File: config.mk
export PLATFORM = sky130hd
export DESIGN_NAME = range_nibble_stretch_encoder_unit
export DESIGN_NICKNAME = d
export VERILOG_FILES = /design/src/rtl/rnse_pkg.sv /design/src/rtl/range_nibble_stretch_encoder_unit.sv /design/src/rtl/rnse_ram.sv /design/src/rtl/rnse_packer.sv
export SDC_FILE = /design/constraint.sdc
export NUM_CORES = 2
export LEC_CHECK = 0
export BUFFER_PORTS_ARGS = -buffer_cell sky130_fd_sc_hd__buf_2
export CORE_ASPECT_RATIO = 1.75
export CORE_MARGIN = 2
export CORE_UTILIZATION = 55
export CTS_CLUSTER_SIZE = 20
export DETAILED_ROUTE_END_ITERATION = 12
export HOLD_SLACK_MARGIN = 0.06
export PLACE_DENSITY_LB_ADDON = 0.15
export SETUP_SLACK_MARGIN = 0.2
export SLEW_MARGIN = 20
export SYNTH_ARGS = -nofsm -noshare
export SYNTH_HDL_FRONTEND = slang
export SYNTH_HIERARCHICAL = 1
export SYNTH_SLANG_ARGS = --single-unit
File: constraint.sdc
create_clock -name clock -period 9.77 [get_ports clock]
set_input_delay 2.4425 -clock clock [delete_from_list [all_inputs] [get_ports clock]]
set_output_delay 2.4425 -clock clock [all_outputs]
set_load 0.02 [all_outputs]
File: src/rtl/rnse_pkg.sv
`timescale 1ns / 1ps
// ----------------------------------------------------------------------------
// rnse_pkg: shared types and constants of the nibble stretch encoder
// Byte put request between the sequencer and the word packer, header and
// spread constants, default buffer depth.
// ----------------------------------------------------------------------------
package rnse_pkg;

   localparam int DEF_MAX_STRETCH = 512;
   localparam int CHUNK_LEN       = 255;

   localparam int SYM_W    = 7;
   localparam int BYTE_W   = 8;
   localparam int NIB_W    = 4;
   localparam int WORD_W   = 64;
   localparam int COUNT_W  = 4;
   localparam int LANE_W   = 3;

   localparam logic [BYTE_W-1:0] HEADER_BIT = 8'h80;
   localparam logic [SYM_W-1:0]  MAX_SPREAD = 7'd15;

   // one byte handed to the packer
   typedef struct packed {
      logic              valid;
      logic [BYTE_W-1:0] data;
      logic              chunk_end;   // last byte of a chunk, closes the word
      logic              last;        // last byte this item causes
   } put_type;

endpackage

File: src/rtl/range_nibble_stretch_encoder_unit.sv
`timescale 1ns / 1ps
// ----------------------------------------------------------------------------
// range_nibble_stretch_encoder_unit: frame-of-reference nibble packer
// Gathers symbols into stretches of spread at most 15 and emits each closed
// stretch as chunks of header, length and nibble pairs, packed into words.
//
//   channel | ports                                   | direction
//   --------+-----------------------------------------+----------
//   req     | req_valid req_stall req_symbol          | in
//           | req_end_of_line                         |
//   rsp     | rsp_valid rsp_stall rsp_out_bytes       | out
//           | rsp_byte_count rsp_last_of_run          |
//
// An item that closes nothing is stored and the unit stays idle. An item
// that closes a stretch walks header, length and data for each chunk, then
// S_START when a spread break starts the next stretch; the buffer walk reads
// one symbol per cycle from the RAM while the walk is not stalled. Stall on
// rsp pauses the walk whenever a word is due and the result register is still
// held. Reset clears the stretch count; the buffer has no clearing pass.
// ----------------------------------------------------------------------------
module range_nibble_stretch_encoder_unit #(
   parameter int MAX_STRETCH = rnse_pkg::DEF_MAX_STRETCH
) (
   input  logic                           clock,
   input  logic                           reset,
   input  logic                           req_valid,
   output logic                           req_stall,
   input  logic [rnse_pkg::SYM_W-1:0]     req_symbol,
   input  logic                           req_end_of_line,
   output logic                           rsp_valid,
   input  logic                           rsp_stall,
   output logic [rnse_pkg::WORD_W-1:0]    rsp_out_bytes,
   output logic [rnse_pkg::COUNT_W-1:0]   rsp_byte_count,
   output logic                           rsp_last_of_run
);
   import rnse_pkg::*;

   localparam int AW = $clog2(MAX_STRETCH);
   localparam int CW = $clog2(MAX_STRETCH + 1);

   typedef enum logic [2:0] {
      S_IDLE,
      S_START,
      S_HDR,
      S_LEN,
      S_DATA
   } state_type;

   state_type          state_ff, state_in;
   logic [CW-1:0]      count_ff, count_in;
   logic [SYM_W-1:0]   min_ff, min_in;
   logic [SYM_W-1:0]   max_ff, max_in;
   logic [SYM_W-1:0]   sym_ff, sym_in;
   logic               eol_ff, eol_in;
   logic               restart_ff, restart_in;
   logic               final_ff, final_in;
   logic [CW-1:0]      left_ff, left_in;
   logic [BYTE_W-1:0]  clen_ff, clen_in;
   logic [BYTE_W-1:0]  k_ff, k_in;
   logic [AW-1:0]      rd_addr_ff, rd_addr_in;
   logic [NIB_W-1:0]   hi_ff, hi_in;

   logic               wr_en, rd_en;
   logic [AW-1:0]      wr_addr;
   logic [SYM_W-1:0]   wr_data, rd_data;
   put_type            put;
   logic               put_ready;

   logic [SYM_W-1:0]   nmin, nmax, spread;
   logic [CW-1:0]      count_inc, left_rem;
   logic [NIB_W-1:0]   nib;
   logic               last_sym, odd_sym;

   // spread check of the incoming symbol
   assign nmin      = (req_symbol < min_ff) ? req_symbol : min_ff;
   assign nmax      = (req_symbol > max_ff) ? req_symbol : max_ff;
   assign spread    = nmax - nmin;
   assign count_inc = count_ff + CW'(1);

   // shared nibble subtract over the buffer walk
   assign nib      = rd_data[NIB_W-1:0] - min_ff[NIB_W-1:0];
   assign odd_sym  = k_ff[0];
   assign last_sym = ({1'b0, k_ff} + 9'd1) == {1'b0, clen_ff};
   assign left_rem = left_ff - CW'(clen_ff);

   assign req_stall = (state_ff != S_IDLE);

   // sequencer next state
   always_comb begin
      state_in   = state_ff;
      count_in   = count_ff;
      min_in     = min_ff;
      max_in     = max_ff;
      sym_in     = sym_ff;
      eol_in     = eol_ff;
      restart_in = restart_ff;
      final_in   = final_ff;
      left_in    = left_ff;
      clen_in    = clen_ff;
      k_in       = k_ff;
      rd_addr_in = rd_addr_ff;
      hi_in      = hi_ff;
      wr_en      = 1'b0;
      wr_addr    = '0;
      wr_data    = sym_ff;
      rd_en      = 1'b0;
      put        = '0;

      unique case (state_ff)
         S_IDLE: begin
            if (req_valid) begin
               sym_in     = req_symbol;
               eol_in     = req_end_of_line;
               rd_addr_in = '0;
               if (count_ff == '0) begin
                  // empty stretch: open it with this symbol
                  wr_en      = 1'b1;
                  wr_data    = req_symbol;
                  count_in   = CW'(1);
                  min_in     = req_symbol;
                  max_in     = req_symbol;
                  left_in    = CW'(1);
                  final_in   = 1'b1;
                  restart_in = 1'b0;
                  if (req_end_of_line) begin
                     state_in = S_HDR;
                  end
               end else if (spread > MAX_SPREAD) begin
                  // spread break: emit, then restart with this symbol
                  left_in    = count_ff;
                  restart_in = 1'b1;
                  final_in   = !req_end_of_line;
                  state_in   = S_HDR;
               end else begin
                  // append
                  wr_en      = 1'b1;
                  wr_addr    = count_ff[AW-1:0];
                  wr_data    = req_symbol;
                  count_in   = count_inc;
                  min_in     = nmin;
                  max_in     = nmax;
                  left_in    = count_inc;
                  final_in   = 1'b1;
                  restart_in = 1'b0;
                  if (req_end_of_line || count_inc == CW'(MAX_STRETCH)) begin
                     state_in = S_HDR;
                  end
               end
            end
         end
         S_START: begin
            wr_en      = 1'b1;
            count_in   = CW'(1);
            min_in     = sym_ff;
            max_in     = sym_ff;
            left_in    = CW'(1);
            final_in   = 1'b1;
            restart_in = 1'b0;
            rd_addr_in = '0;
            state_in   = eol_ff ? S_HDR : S_IDLE;
         end
         S_HDR: begin
            clen_in   = (left_ff > CW'(CHUNK_LEN)) ? BYTE_W'(CHUNK_LEN)
                                                   : BYTE_W'(left_ff);
            put.valid = 1'b1;
            put.data  = HEADER_BIT | {1'b0, min_ff};
            state_in  = S_LEN;
         end
         S_LEN: begin
            put.valid  = 1'b1;
            put.data   = clen_ff;
            rd_en      = 1'b1;
            rd_addr_in = rd_addr_ff + AW'(1);
            k_in       = '0;
            state_in   = S_DATA;
         end
         S_DATA: begin
            // a byte goes out on every second symbol and on the last one
            put.valid     = odd_sym || last_sym;
            put.data      = odd_sym ? {hi_ff, nib} : {nib, {NIB_W{1'b0}}};
            put.chunk_end = last_sym;
            put.last      = final_ff && last_sym && (left_rem == '0);
            if (!put.valid || put_ready) begin
               if (!odd_sym) begin
                  hi_in = nib;
               end
               k_in = k_ff + BYTE_W'(1);
               if (!last_sym) begin
                  rd_en      = 1'b1;
                  rd_addr_in = rd_addr_ff + AW'(1);
               end else begin
                  left_in = left_rem;
                  if (left_rem != '0) begin
                     state_in = S_HDR;
                  end else begin
                     count_in = '0;
                     state_in = restart_ff ? S_START : S_IDLE;
                  end
               end
            end
         end
         default: begin
            state_in = S_IDLE;
         end
      endcase
   end

   always_ff @(posedge clock) begin
      if (reset) begin
         state_ff   <= S_IDLE;
         count_ff   <= '0;
         min_ff     <= '0;
         max_ff     <= '0;
         restart_ff <= 1'b0;
         final_ff   <= 1'b0;
      end else begin
         state_ff   <= state_in;
         count_ff   <= count_in;
         min_ff     <= min_in;
         max_ff     <= max_in;
         restart_ff <= restart_in;
         final_ff   <= final_in;
      end
      sym_ff     <= sym_in;
      eol_ff     <= eol_in;
      left_ff    <= left_in;
      clen_ff    <= clen_in;
      k_ff       <= k_in;
      rd_addr_ff <= rd_addr_in;
      hi_ff      <= hi_in;
   end

   // stretch buffer
   rnse_ram #(
      .WIDTH (SYM_W),
      .DEPTH (MAX_STRETCH)
   ) u_store (
      .clock   (clock),
      .wr_en   (wr_en),
      .wr_addr (wr_addr),
      .wr_data (wr_data),
      .rd_en   (rd_en),
      .rd_addr (rd_addr_ff),
      .rd_data (rd_data)
   );

   // word packer and result register
   rnse_packer u_packer (
      .clock           (clock),
      .reset           (reset),
      .put             (put),
      .put_ready       (put_ready),
      .rsp_valid       (rsp_valid),
      .rsp_stall       (rsp_stall),
      .rsp_out_bytes   (rsp_out_bytes),
      .rsp_byte_count  (rsp_byte_count),
      .rsp_last_of_run (rsp_last_of_run)
   );

   // an idle stretch never holds a full buffer
   a_count_below_max: assert property (@(posedge clock) disable iff (reset)
      (state_ff == S_IDLE) |-> (count_ff < CW'(MAX_STRETCH)))
      else $error("stretch count reached buffer depth while idle");

   // a held stretch keeps its spread within range
   a_spread_ok: assert property (@(posedge clock) disable iff (reset)
      (state_ff == S_IDLE && count_ff != '0) |-> ((max_ff - min_ff) <= MAX_SPREAD))
      else $error("stretch spread exceeds limit");

   // the walk index stays inside the current chunk
   a_walk_in_chunk: assert property (@(posedge clock) disable iff (reset)
      (state_ff == S_DATA) |-> (k_ff < clen_ff && CW'(clen_ff) <= left_ff))
      else $error("buffer walk ran past its chunk");

   // a chunk is never empty
   a_chunk_nonzero: assert property (@(posedge clock) disable iff (reset)
      (state_ff == S_LEN) |-> (clen_ff != '0))
      else $error("empty chunk emitted");

endmodule

File: src/rtl/rnse_ram.sv
`timescale 1ns / 1ps
// ----------------------------------------------------------------------------
// rnse_ram: generic single write, single read RAM
// One write port, one read port with registered read data that holds while
// no read is enabled.
// ----------------------------------------------------------------------------
module rnse_ram #(
   parameter int WIDTH = 8,
   parameter int DEPTH = 256,
   localparam int AW   = $clog2(DEPTH)
) (
   input  logic             clock,
   input  logic             wr_en,
   input  logic [AW-1:0]    wr_addr,
   input  logic [WIDTH-1:0] wr_data,
   input  logic             rd_en,
   input  logic [AW-1:0]    rd_addr,
   output logic [WIDTH-1:0] rd_data
);

   logic [WIDTH-1:0] mem [DEPTH];
   logic [WIDTH-1:0] rd_data_ff;

   // write port
   always_ff @(posedge clock) begin
      if (wr_en) begin
         mem[wr_addr] <= wr_data;
      end
   end

   // registered read port
   always_ff @(posedge clock) begin
      if (rd_en) begin
         rd_data_ff <= mem[rd_addr];
      end
   end

   assign rd_data = rd_data_ff;

endmodule

File: src/rtl/rnse_packer.sv
`timescale 1ns / 1ps
// ----------------------------------------------------------------------------
// rnse_packer: byte to word packer with output register
// Collects bytes little-endian into a 64-bit word and hands the word to the
// result register when eight bytes are in or the chunk ends.
// ----------------------------------------------------------------------------
module rnse_packer (
   input  logic                              clock,
   input  logic                              reset,
   input  rnse_pkg::put_type                 put,
   output logic                              put_ready,
   output logic                              rsp_valid,
   input  logic                              rsp_stall,
   output logic [rnse_pkg::WORD_W-1:0]       rsp_out_bytes,
   output logic [rnse_pkg::COUNT_W-1:0]      rsp_byte_count,
   output logic                              rsp_last_of_run
);
   import rnse_pkg::*;

   logic [WORD_W-1:0]  acc_ff, acc_in, acc_cur;
   logic [LANE_W-1:0]  len_ff, len_in;
   logic               valid_ff, valid_in;
   logic [WORD_W-1:0]  bytes_ff, bytes_in;
   logic [COUNT_W-1:0] count_ff, count_in;
   logic               last_ff, last_in;
   logic               out_free, do_flush, take;

   // byte lane insert
   assign acc_cur  = acc_ff | (WORD_W'(put.data) << {len_ff, 3'b000});
   assign out_free = !valid_ff || !rsp_stall;
   assign do_flush = put.chunk_end || (len_ff == LANE_W'(7));
   assign put_ready = !do_flush || out_free;
   assign take     = put.valid && put_ready;

   // next word and result register
   always_comb begin
      acc_in   = acc_ff;
      len_in   = len_ff;
      valid_in = valid_ff && rsp_stall;
      bytes_in = bytes_ff;
      count_in = count_ff;
      last_in  = last_ff;
      if (take) begin
         if (do_flush) begin
            acc_in   = '0;
            len_in   = '0;
            valid_in = 1'b1;
            bytes_in = acc_cur;
            count_in = {1'b0, len_ff} + COUNT_W'(1);
            last_in  = put.last;
         end else begin
            acc_in = acc_cur;
            len_in = len_ff + LANE_W'(1);
         end
      end
   end

   always_ff @(posedge clock) begin
      if (reset) begin
         acc_ff   <= '0;
         len_ff   <= '0;
         valid_ff <= 1'b0;
      end else begin
         acc_ff   <= acc_in;
         len_ff   <= len_in;
         valid_ff <= valid_in;
      end
      bytes_ff <= bytes_in;
      count_ff <= count_in;
      last_ff  <= last_in;
   end

   assign rsp_valid       = valid_ff;
   assign rsp_out_bytes   = bytes_ff;
   assign rsp_byte_count  = count_ff;
   assign rsp_last_of_run = last_ff;

endmodule
==> metrics.txt <==
Worst R2R Setup Slack=2640 ps; Clock Skew=51.7 ps; via count=50800; final worst path period need=8170 ps; clock root cell=clkbuf_16; Post-Syn Nets=5664; Worst-Margin Slew=1140 ps; crit path capture type=flip-flop; final hold vios=0; sw frac=24.6%; leakage power=32.4 nW; worst setup path startpoint=req_symbol[6]; layout cells sized above 1=16.0%; dpl hpwl=154 mm; CTS tree=done; gr ovfl total=0; Inserted Clock Buffers=200; Post-Synthesis Cell Area=94200 sq um; gr usage total=27.6%; Die ar.=175000 sq um; Worst R2R End=u_store/mem[283][3]$_DFFE_PP_; Final period util=83.6%; Power, Total=21.6 mW; largest net degree at the start of global routing=120; Top Ports=83; worst-case reg-to-reg path depth=18; final setup vio count=0; CP Launch Type=input pin; WP data arrival=8640 ps; MaxCap Viol Count=0; TNS Setup=0 ps; antenna violations before repair=2; Post-CTS Hold Buffers=0; internal cell power=16.3 mW; Util after Layout=59.9%; Flop pwr share=51.7%; Mapped Cells=5613; RSZ-0062 raised after global routing=no; CTS resizes=0; Gate power share=12.6%; Site Rows=200; Fmax=122 MHz; Multi-input gate area=23700 sq um; YS warnings=6; Final ANT Viol Nets=0; final net count=5540; Switch Pwr=5.33 mW; initial core utilization=55.4%; Clock Pin Slew Worst Setup and Hold Paths=60 ps; syn_area_per_cell=16.8 sq um; Clock Sinks=2265; clock group share of total power=35.7%; PD cells=212 nW/um^2; Hold Path Class=flip-flop to flip-flop; drt first-iter violations=5031; reg-to-reg critical path startpoint=min_ff[1]$_SDFFE_PP0P_; die height=551 um; area grow syn2layout=8.13%; max_slew headroom=23.5%; Max VDD drop=0.136 mV; vias per inst=6.46; Critical Path End=u_store/mem[283][3]$_DFFE_PP_; DRT Wirelength=241 mm; register area=67000 sq um; WL/cell=30.7 um; drt pass-1 iters=6; number of I/O port buffers=82; CTS H-tree depth=4; Max FO, Critical Path=16; post-placement cell count=7509; Final Instance Count excl. Fillers=7859; Hold Crit Depth=2; vias in the first global route=52000; Worst Hold Slack=473 ps; Final Max Slew Viols=0; critical path type=input pin to flip-flop; Max Root-Sink Buffers=4; Die W=317 um; DRC Markers=0; status=finished clean; Worst EP required=10240 ps; placer congestion estimate=0.903; core area=170000 sq um; fill count=12400; worst skew pair latency=860 ps; first-pass GRT wire length=347 mm; Post-CTS Setup Bufs=0
## power groups by stage
| stage | logic [mW] | registers, mW | clock network (mW) |
|---|---|---|---|
| finish | 2.72 | 11.2 | 7.72 |
| global route | 2.87 | 11.2 | 8.18 |
| CTS | 2.72 | 11.2 | 7.83 |
| detailed placement | 2.71 | 11.4 | 0 |
| global placement | 2.70 | 11.4 | 0 |
| floorplan | 1.85 | 11.5 | 0 |
## per-stage QoR
step	cell area [sq um]	setup slack (ps)
3_3_place_gp	95500	863
5_1_grt	102000	1350
4_1_cts	102000	1710
2_1_floorplan	94200	201
3_5_place_dp	95500	864
6_report	102000	1600
## registers in the layout, indices dropped and copies added, names as in the netlist, 4 cells and up, named ones only
signal and cells:
u_store/mem 2048, u_packer/acc_ff 64, u_packer/rsp_out_bytes 64, count_ff 10, left_ff 10, rd_addr_ff 9, clen_ff 8, k_ff 8
min_ff 7, sym_ff 7, max_ff 6, hi_ff 4, u_packer/rsp_byte_count 4, u_store/rd_data 4
## critical path, cell delays in order
cell and delay (ps):
buf_2 160, ha_1 340, a21oi_1 190, o21ai_1 150, o21ai_2 370, mux2_1 420, ha_1 240, nor2_1 130
o21ai_0 90, o32ai_1 230, a21oi_1 110, xnor2_2 510, nand2_2 170, nor3_1 410, buf_4 270, nor3b_1 930
nand2_1 850, nor2_1 590
## layer usage
layer | vias up | wire length, um | track usage [%]
met3 | 670 | 14100 | 3.12
li1 | 21900 | - | -
met1 | 26100 | 80600 | 31.0
met4 | 0 | 16900 | 16.6
met2 | 2116 | 129000 | 50.2
met5 | - | 0 | 0
## layout by cell type (no fill, tap or decap), types with 29 or more instances in the layout
master	count
a21o_1	71
a21oi_1	93
a41oi_1	65
buf_12	33
buf_2	82
buf_4	99
clkbuf_1	32
clkbuf_16	203
clkinv_1	40
clkinv_2	29
dfxtp_1	97
edfxtp_1	2168
ha_1	36
inv_1	55
mux2i_1	376
mux4_1	34
mux4_2	310
nand2_1	121
nand3_1	57
nor2_1	669
nor3_1	85
o21ai_0	83
o221ai_1	103
o22ai_1	142
## worst min path at each step
| stage | startpoint | to | slack, ps |
|---|---|---|---|
| 6_report | u_packer/acc_ff[42]$_SDFFE_PP0P_ | u_packer/acc_ff[42]$_SDFFE_PP0P_ | 470 |
| 5_1_grt | u_packer/acc_ff[48]$_SDFFE_PP0P_ | u_packer/acc_ff[48]$_SDFFE_PP0P_ | 500 |
| 3_5_place_dp | u_packer/acc_ff[30]$_SDFFE_PP0P_ | u_packer/acc_ff[30]$_SDFFE_PP0P_ | 460 |
| 3_3_place_gp | u_packer/acc_ff[31]$_SDFFE_PP0P_ | u_packer/acc_ff[31]$_SDFFE_PP0P_ | 450 |
| 4_1_cts | u_packer/acc_ff[35]$_SDFFE_PP0P_ | u_packer/acc_ff[35]$_SDFFE_PP0P_ | 480 |
| 2_1_floorplan | u_packer/acc_ff[0]$_SDFFE_PP0P_ | u_packer/acc_ff[0]$_SDFFE_PP0P_ | 440 |
## cell type report
cell class                 count  area share [%]
antenna                        2         0.00491
clock inverter               106            1.00
timing repair buffer         214            1.78
inverter                      58           0.216
clock buffer                 242            5.20
multi-input combinational   2750            23.2
sequential                  2265            65.8
tap                         2222            2.73
(Power assumes the default switching activity.)
